==> config.mk <==
export PLATFORM = sky130hd
export DESIGN_NAME = intel_hex_record_encoder
export DESIGN_NICKNAME = d
export VERILOG_FILES = /design/src/ihex_pkg.sv /design/src/ihex_dp.sv /design/src/ihex_ctrl.sv /design/src/intel_hex_record_encoder.sv
export SDC_FILE = /design/constraint.sdc
export NUM_CORES = 1
export LEC_CHECK = 0
export ABC_AREA = 1
export BUFFER_PORTS_ARGS = -buffer_cell sky130_fd_sc_hd__buf_2
export CORE_UTILIZATION = 55
export DETAILED_ROUTE_END_ITERATION = 10
export GPL_ROUTABILITY_DRIVEN = 0
export PLACE_DENSITY = 0.74
export SYNTH_ARGS = -nofsm -noshare
export SYNTH_HDL_FRONTEND = slang
export SYNTH_HIERARCHICAL = 1
export SYNTH_SLANG_ARGS = --single-unit
==> constraint.sdc <==
create_clock -name aclk -period 3.6 [get_ports aclk]
set_clock_uncertainty 0.2 [all_clocks]
set_input_delay 0.36 -clock aclk [delete_from_list [all_inputs] [get_ports aclk]]
set_output_delay 0.36 -clock aclk [all_outputs]
set_load 0.01 [all_outputs]
==> src/ihex_pkg.sv <==
// Shared types, constants and character helpers of the Intel HEX record encoder.
package ihex_pkg;

    localparam logic [15:0] ORIGIN_RESET = 16'h0100;
    localparam int          TERM_LEN     = 12;
    localparam int          HDR_PAIRS    = 4;

    typedef struct packed {
        logic [7:0] data_byte;
        logic       carries_byte;
        logic       end_of_stream;
    } in_beat_t;

    typedef struct packed {
        logic [7:0] hex_char;
        logic       run_last;
    } out_beat_t;

    typedef enum logic [2:0] {
        CH_COLON,
        CH_HI,
        CH_LO,
        CH_NL,
        CH_TERM
    } char_kind_t;

    typedef struct packed {
        logic       load;
        logic       emit;
        char_kind_t kind;
        logic       last;
    } dp_cmd_t;

    typedef struct packed {
        logic out_free;
        logic load_fills;
        logic load_nonempty;
        logic pair_last;
        logic term_last;
    } dp_sts_t;

    function automatic logic [7:0] hex_ascii(input logic [3:0] nib);
        if (nib < 4'd10) begin
            return 8'h30 + {4'd0, nib};
        end else begin
            return 8'h37 + {4'd0, nib};
        end
    endfunction

    function automatic logic [7:0] term_char(input logic [3:0] idx);
        logic [7:0] c;
        case (idx)
            4'd0:    c = 8'h3A;
            4'd11:   c = 8'h0A;
            default: c = 8'h30;
        endcase
        return c;
    endfunction

endpackage

==> src/ihex_dp.sv <==
// Datapath of the Intel HEX record encoder: record buffer, addresses, checksum, output register.
module ihex_dp #(
    parameter int RECORD_BYTES = 16
) (
    input  logic               aclk,
    input  logic               aresetn,
    input  ihex_pkg::in_beat_t s_data,
    input  logic               m_ready,
    output logic               m_valid,
    output ihex_pkg::out_beat_t m_data,
    input  logic               cfg_wr_en,
    input  logic [15:0]        cfg_wr_data,
    input  ihex_pkg::dp_cmd_t  cmd,
    output ihex_pkg::dp_sts_t  sts
);
    import ihex_pkg::*;

    localparam int IDX_W  = (RECORD_BYTES > 1) ? $clog2(RECORD_BYTES) : 1;
    localparam int DEPTH  = 2 ** IDX_W;
    localparam int CNT_W  = $clog2(RECORD_BYTES + 1);
    localparam int PIDX_W = $clog2(RECORD_BYTES + HDR_PAIRS + 1);
    localparam int TIDX_W = $clog2(TERM_LEN);

    logic [7:0]        buf_reg [DEPTH];
    logic [CNT_W-1:0]  count_reg;
    logic [15:0]       origin_reg;
    logic [15:0]       next_addr_reg;
    logic [15:0]       rec_addr_reg;
    logic              in_stream_reg;
    logic [PIDX_W-1:0] pidx_reg;
    logic [7:0]        sum_reg;
    logic [TIDX_W-1:0] tidx_reg;
    logic              m_valid_reg;
    out_beat_t         m_data_reg;

    logic [PIDX_W-1:0] last_pidx;
    logic [PIDX_W-1:0] data_pidx;
    logic [7:0]        sel_byte;
    logic [7:0]        char_next;

    assign last_pidx = PIDX_W'(HDR_PAIRS) + PIDX_W'(count_reg);
    assign data_pidx = pidx_reg - PIDX_W'(HDR_PAIRS);

    always_comb begin
        if (pidx_reg == PIDX_W'(0)) begin
            sel_byte = 8'(count_reg);
        end else if (pidx_reg == PIDX_W'(1)) begin
            sel_byte = rec_addr_reg[15:8];
        end else if (pidx_reg == PIDX_W'(2)) begin
            sel_byte = rec_addr_reg[7:0];
        end else if (pidx_reg == PIDX_W'(3)) begin
            sel_byte = 8'h00;
        end else if (pidx_reg == last_pidx) begin
            sel_byte = 8'h00 - sum_reg;
        end else begin
            sel_byte = buf_reg[data_pidx[IDX_W-1:0]];
        end
    end

    always_comb begin
        case (cmd.kind)
            CH_COLON: char_next = 8'h3A;
            CH_HI:    char_next = hex_ascii(sel_byte[7:4]);
            CH_LO:    char_next = hex_ascii(sel_byte[3:0]);
            CH_NL:    char_next = 8'h0A;
            CH_TERM:  char_next = term_char(4'(tidx_reg));
            default:  char_next = 8'h00;
        endcase
    end

    assign sts.out_free      = !m_valid_reg || m_ready;
    assign sts.load_fills    = s_data.carries_byte && (count_reg == CNT_W'(RECORD_BYTES - 1));
    assign sts.load_nonempty = s_data.carries_byte || (count_reg != CNT_W'(0));
    assign sts.pair_last     = (pidx_reg == last_pidx);
    assign sts.term_last     = (tidx_reg == TIDX_W'(TERM_LEN - 1));

    assign m_valid = m_valid_reg;
    assign m_data  = m_data_reg;

    always_ff @(posedge aclk) begin
        if (cmd.load && s_data.carries_byte) begin
            buf_reg[count_reg[IDX_W-1:0]] <= s_data.data_byte;
        end
        if (cmd.emit) begin
            m_data_reg.hex_char <= char_next;
            m_data_reg.run_last <= cmd.last;
        end
    end

    always_ff @(posedge aclk) begin
        if (!aresetn) begin
            count_reg     <= '0;
            origin_reg    <= ORIGIN_RESET;
            next_addr_reg <= ORIGIN_RESET;
            rec_addr_reg  <= ORIGIN_RESET;
            in_stream_reg <= 1'b0;
            pidx_reg      <= '0;
            sum_reg       <= '0;
            tidx_reg      <= '0;
            m_valid_reg   <= 1'b0;
        end else begin
            if (cfg_wr_en) begin
                origin_reg <= cfg_wr_data;
                if (!in_stream_reg) begin
                    next_addr_reg <= cfg_wr_data;
                end
            end
            if (cmd.load && s_data.carries_byte) begin
                if (count_reg == CNT_W'(0)) begin
                    rec_addr_reg <= next_addr_reg;
                end
                count_reg     <= count_reg + CNT_W'(1);
                next_addr_reg <= next_addr_reg + 16'd1;
                in_stream_reg <= 1'b1;
            end
            if (cmd.emit) begin
                m_valid_reg <= 1'b1;
                case (cmd.kind)
                    CH_COLON: begin
                        pidx_reg <= '0;
                        sum_reg  <= '0;
                    end
                    CH_LO: begin
                        sum_reg  <= sum_reg + sel_byte;
                        pidx_reg <= pidx_reg + PIDX_W'(1);
                    end
                    CH_NL: begin
                        count_reg <= '0;
                        pidx_reg  <= '0;
                    end
                    CH_TERM: begin
                        if (sts.term_last) begin
                            tidx_reg      <= '0;
                            count_reg     <= '0;
                            next_addr_reg <= origin_reg;
                            in_stream_reg <= 1'b0;
                        end else begin
                            tidx_reg <= tidx_reg + TIDX_W'(1);
                        end
                    end
                    default: begin
                    end
                endcase
            end else if (m_ready) begin
                m_valid_reg <= 1'b0;
            end
        end
    end

endmodule

==> src/ihex_ctrl.sv <==
// Controller state machine of the Intel HEX record encoder.
module ihex_ctrl (
    input  logic              aclk,
    input  logic              aresetn,
    input  logic              s_valid,
    output logic              s_ready,
    input  ihex_pkg::in_beat_t s_data,
    input  ihex_pkg::dp_sts_t sts,
    output ihex_pkg::dp_cmd_t cmd
);
    import ihex_pkg::*;

    typedef enum logic [2:0] {
        ST_IDLE,
        ST_COLON,
        ST_HI,
        ST_LO,
        ST_NL,
        ST_TERM
    } state_t;

    state_t state_reg;
    logic   term_pend_reg;

    assign s_ready = (state_reg == ST_IDLE);

    always_comb begin
        cmd.load = 1'b0;
        cmd.emit = 1'b0;
        cmd.kind = CH_COLON;
        cmd.last = 1'b0;
        case (state_reg)
            ST_IDLE: begin
                cmd.load = s_valid;
            end
            ST_COLON: begin
                cmd.emit = sts.out_free;
                cmd.kind = CH_COLON;
            end
            ST_HI: begin
                cmd.emit = sts.out_free;
                cmd.kind = CH_HI;
            end
            ST_LO: begin
                cmd.emit = sts.out_free;
                cmd.kind = CH_LO;
            end
            ST_NL: begin
                cmd.emit = sts.out_free;
                cmd.kind = CH_NL;
                cmd.last = !term_pend_reg;
            end
            ST_TERM: begin
                cmd.emit = sts.out_free;
                cmd.kind = CH_TERM;
                cmd.last = sts.term_last;
            end
            default: begin
            end
        endcase
    end

    always_ff @(posedge aclk) begin
        if (!aresetn) begin
            state_reg     <= ST_IDLE;
            term_pend_reg <= 1'b0;
        end else begin
            case (state_reg)
                ST_IDLE: begin
                    if (s_valid) begin
                        term_pend_reg <= s_data.end_of_stream;
                        if (sts.load_fills) begin
                            state_reg <= ST_COLON;
                        end else if (s_data.end_of_stream && sts.load_nonempty) begin
                            state_reg <= ST_COLON;
                        end else if (s_data.end_of_stream) begin
                            state_reg <= ST_TERM;
                        end
                    end
                end
                ST_COLON: begin
                    if (sts.out_free) begin
                        state_reg <= ST_HI;
                    end
                end
                ST_HI: begin
                    if (sts.out_free) begin
                        state_reg <= ST_LO;
                    end
                end
                ST_LO: begin
                    if (sts.out_free) begin
                        state_reg <= sts.pair_last ? ST_NL : ST_HI;
                    end
                end
                ST_NL: begin
                    if (sts.out_free) begin
                        state_reg <= term_pend_reg ? ST_TERM : ST_IDLE;
                    end
                end
                ST_TERM: begin
                    if (sts.out_free && sts.term_last) begin
                        state_reg     <= ST_IDLE;
                        term_pend_reg <= 1'b0;
                    end
                end
                default: begin
                    state_reg <= ST_IDLE;
                end
            endcase
        end
    end

endmodule

==> src/intel_hex_record_encoder.sv <==
// Top level of the Intel HEX record encoder: controller plus datapath.
//
// Input beats (s_*) carry one binary byte, a flag telling whether the byte
// is present, and an end-of-stream mark. Output beats (m_*) carry one ASCII
// character of Intel HEX text; run_last marks the final character caused by
// an input beat. cfg_wr_en/cfg_wr_data load the origin address; write it only
// while the block is idle.
// Input beats are accepted only while the controller is idle. A beat that
// completes a record of RECORD_BYTES bytes, or ends the stream, is followed
// by its characters at one per cycle while the receiver takes them:
// 1 + 2*(5 + n) + 1 for a record of n bytes, plus 12 for the terminator.
// Acceptance sets the state register, and then the output register takes
// the first character. s_ready stays low until the last character is in the
// output register. Reset clears the buffer count and loads the origin and
// load address with 0x0100. When the receiver stalls, the output register
// holds its character and the controller holds its place.
module intel_hex_record_encoder #(
    parameter int RECORD_BYTES = 16
) (
    input  logic                aclk,
    input  logic                aresetn,
    input  logic                s_valid,
    output logic                s_ready,
    input  ihex_pkg::in_beat_t  s_data,
    output logic                m_valid,
    input  logic                m_ready,
    output ihex_pkg::out_beat_t m_data,
    input  logic                cfg_wr_en,
    input  logic [15:0]         cfg_wr_data
);
    import ihex_pkg::*;

    dp_cmd_t cmd;
    dp_sts_t sts;

    ihex_ctrl u_ctrl (
        .aclk    (aclk),
        .aresetn (aresetn),
        .s_valid (s_valid),
        .s_ready (s_ready),
        .s_data  (s_data),
        .sts     (sts),
        .cmd     (cmd)
    );

    ihex_dp #(
        .RECORD_BYTES (RECORD_BYTES)
    ) u_dp (
        .aclk        (aclk),
        .aresetn     (aresetn),
        .s_data      (s_data),
        .m_ready     (m_ready),
        .m_valid     (m_valid),
        .m_data      (m_data),
        .cfg_wr_en   (cfg_wr_en),
        .cfg_wr_data (cfg_wr_data),
        .cmd         (cmd),
        .sts         (sts)
    );

`ifndef NO_ASSERTIONS
    a_emit_not_idle: assert property (@(posedge aclk) disable iff (!aresetn)
        cmd.emit |-> !s_ready)
        else $error("character emitted while accepting beats");

    a_emit_room: assert property (@(posedge aclk) disable iff (!aresetn)
        cmd.emit |-> (!m_valid || m_ready))
        else $error("output register overwritten");

    a_load_handshake: assert property (@(posedge aclk) disable iff (!aresetn)
        cmd.load |-> (s_valid && s_ready))
        else $error("buffer load without an accepted beat");

    a_term_done: assert property (@(posedge aclk) disable iff (!aresetn)
        (cmd.emit && cmd.kind == CH_TERM && sts.term_last) |=> (s_ready && m_data.run_last))
        else $error("terminator did not return to idle");
`endif

endmodule
==> results.toml <==
[outcome]
status = "complete, no violations"

[power_and_ir_drop]
irDropWorstVdd_uv = 458.7
clockPowerShare = 0.307
p_leak_nw = 5.178
p_comb_frac = 0.308
switching_share = 0.3467
power_density_nw_per_um2 = 633.6
netSwitchingPower_w = 0.002682
cellInternalPower_w = 0.005055
p_seq_frac = 0.385

[die]
dieWidth_um = 140.9
initial_core_util = 0.5635
core_um2 = 18830
die_h_um = 140.9
fp-row-count = 50
die_area_um2 = 19850
io-pin-count = 42

[sta]
period_minus_slack_ps = 3349
fin_crit_sh = 0.9302
worst_pin_slew_ps = 977.2
slew_headroom = 0.3478
finalSetupViolCount = 0
hold_violations = 0
fmax_ghz = 0.2986
slew_viol_final = 0

[place]
io_buffers = 40
dp.cells = 1549
dp_hpwl_mm = 17.28

[flow_run]
maxCapViolations = 0

[clock_tree]
cts_made_buffers = 23
clkSinkCount = 212
htreeDepth = 1
clock_insertion_delay_worst_skew_ps = 520
cts_tree = "done"
max-clock-path-buffers = 3
path_clk_slew_ps = 60
clk_root_buffer_cell = "clkbuf_16"

[route]
post_drt_wl_per_cell_um = 16.00
drc = 0
wirelength_mm = 25.81
drtIter0Drc = 839
vias = 8792
via_per_inst = 5.451
ant_nets = 0
dr.pass1.iters = 5

[cells_and_area]
final_common_cell = "nand2_1"
area_growth_pct = 15.08
layout_common_cells = "nand2_1, inv_1, nand3_1, edfxtp_1, nor2_1"
largest_register_ffs = 128
fin_util = 0.6485
fin_cells = 1613
drive_gt1_frac = 0.1190
fill_cells = 1532
finalNetCount = 1396
antennaDiodeCount = 0

[synth]
ys_warn_count = 6
syn_area_per_cell_um2 = 8.408
yosysTopAreaCell = "edfxtp_1"
synth.distinct_cells = 47
synthTopCellsByArea = "edfxtp_1, dfxtp_1, nand2_1, nand3_1, inv_1"
ys_ff_latch = 212
synthCells = 1262
synth_edf_count = 136
syn_nets = 1322
synth-seq-area-share = 0.5282
synth.top_cell.area_share = 0.3849
synth-async-reset-ratio = 0
synth_area_um2 = 10610
synthFlopType = "edfxtp_1"

[setup_path]
crit_type = "flop to flop"
arrival_ps = 3560
required_ps = 3810
rrSetupSlack_ps = 250
worstSetupStartpointType = "flop"
crit_fanout = 8
cp-end-kind = "flop"

[global_routing]
grt_first_pass_wirelength_mm = 41.37
grt_pass1_vias = 8110
grt_max_degree = 43
gr-usage-all-layers = 0.2646
antenna_found_initial = 0
overflow = 0

[worst_hold_path]
hold_path.class = "primary input to flop"
-- layout make-up --
type / instances / area [µm²] / share of cell area
Clock buffer: 28 / 604.3 / 0.04949
Clock inverter: 14 / 160.2 / 0.01311
Inverter: 161 / 614.3 / 0.05031
Multi-Input combinational cell: 842 / 4195 / 0.3435
Sequential cell: 212 / 5608 / 0.4592
Tap cell: 260 / 325.3 / 0.02664
Timing Repair Buffer: 95 / 696.9 / 0.05707
Timing Repair inverter: 1 / 7.507 / 0.0006148
-- worst paths after layout --
check,start,endpoint,cells past startpoint
hold reg to reg,u_dp/origin_reg[4],u_dp/origin_reg[4],2
hold / removal,cfg_wr_en,u_dp/origin_reg[11],3
setup / recovery,u_dp/count_reg[3],u_dp/sum_reg[6],21
setup reg to reg,u_dp/count_reg[3],u_dp/sum_reg[6],21
-- routing by layer --
metal | part of all wire | global-route usage
met3 | 0.074 | 0.04382
met2 | 0.45 | 0.4171
met1 | 0.45 | 0.3784
met4 | 0.023 | 0.07380
met5 | 0 | 0
-- cell families (layout without fill, tap and decap cells) --
group	count (synthesis)	in the layout	synth area share
AO/OA/AOI/OAI	179	179	0.09150
other	1	1	0.0003534
flip-flops	212	212	0.5282
buffers and inverters	208	299	0.08100
AND/OR/NAND/NOR	614	614	0.2483
adder cells (fa/ha/maj)	29	29	0.03490
XOR/XNOR	19	19	0.01568
-- synthesized netlist by cell type (all sizes together), types with 2 or more instances --
cell	count
a21oi	75
o21bai	3
edfxtp	136
nand2	344
xor2	15
o21ai	72
o211ai	5
clkinv	2
ha	28
a31oi	10
dfxtp	76
xnor2	4
nand4	5
buf	26
or2	14
nor3	19
clkbuf	21
a21o	2
nor2	83
nand3	145
inv	159
a211oi	8
-- critical path, cell delays in order (launching register included) --
cell and delay, ps:
dfxtp_2 360, inv_1 70, ha_1 290, xnor2_1 130, nand2_1 100, nor2_4 180
nand2_4 100, o21ai_0 160, o21bai_1 90, nand2_1 70, o21ai_2 80, ha_2 200
inv_1 70, fa_2 210, inv_1 40, a31oi_1 190, nor2_1 70, o21ai_0 150
nand2_1 80, o21ai_0 160, a21oi_1 60, o21a_1 160
-- per-stage QoR --
step | setup slack (ps) | power, W | instance area (µm²) | hold slack (ps) | TNS, ps
6_report | 251.3 | 0.007737 | 12210 | 30.09 | 0
5_1_grt | -3.503 | 0.008180 | 12210 | 36.90 | -3.503
4_1_cts | 144.6 | 0.007702 | 12110 | 13.07 | 0
3_5_place_dp | 196.8 | 0.005311 | 11180 | 246.0 | 0
3_3_place_gp | 223.5 | 0.005266 | 11180 | 238.7 | 0
2_1_floorplan | 75.42 | 0.004671 | 10610 | 223.6 | 0
-- power by group through the flow --
stage	Clock (W)	Sequential [W]	Combinational (W)
after floorplan	0	0.00301	0.00167
after global placement	0	0.00302	0.00225
after detailed placement	0	0.00302	0.00229
after CTS	0.00241	0.00297	0.00231
after global routing	0.00251	0.00300	0.00267
final	0.00238	0.00298	0.00238
-- repair_timing --
action	4_1_cts	5_1_grt
endpoints found under the hold margin	21	0
resized for setup	0	16
buffers inserted	0	4
hold buffers	17	0
endpoints found under the setup margin	0	18
No activity file was read; power rests on OpenSTA's default activity.
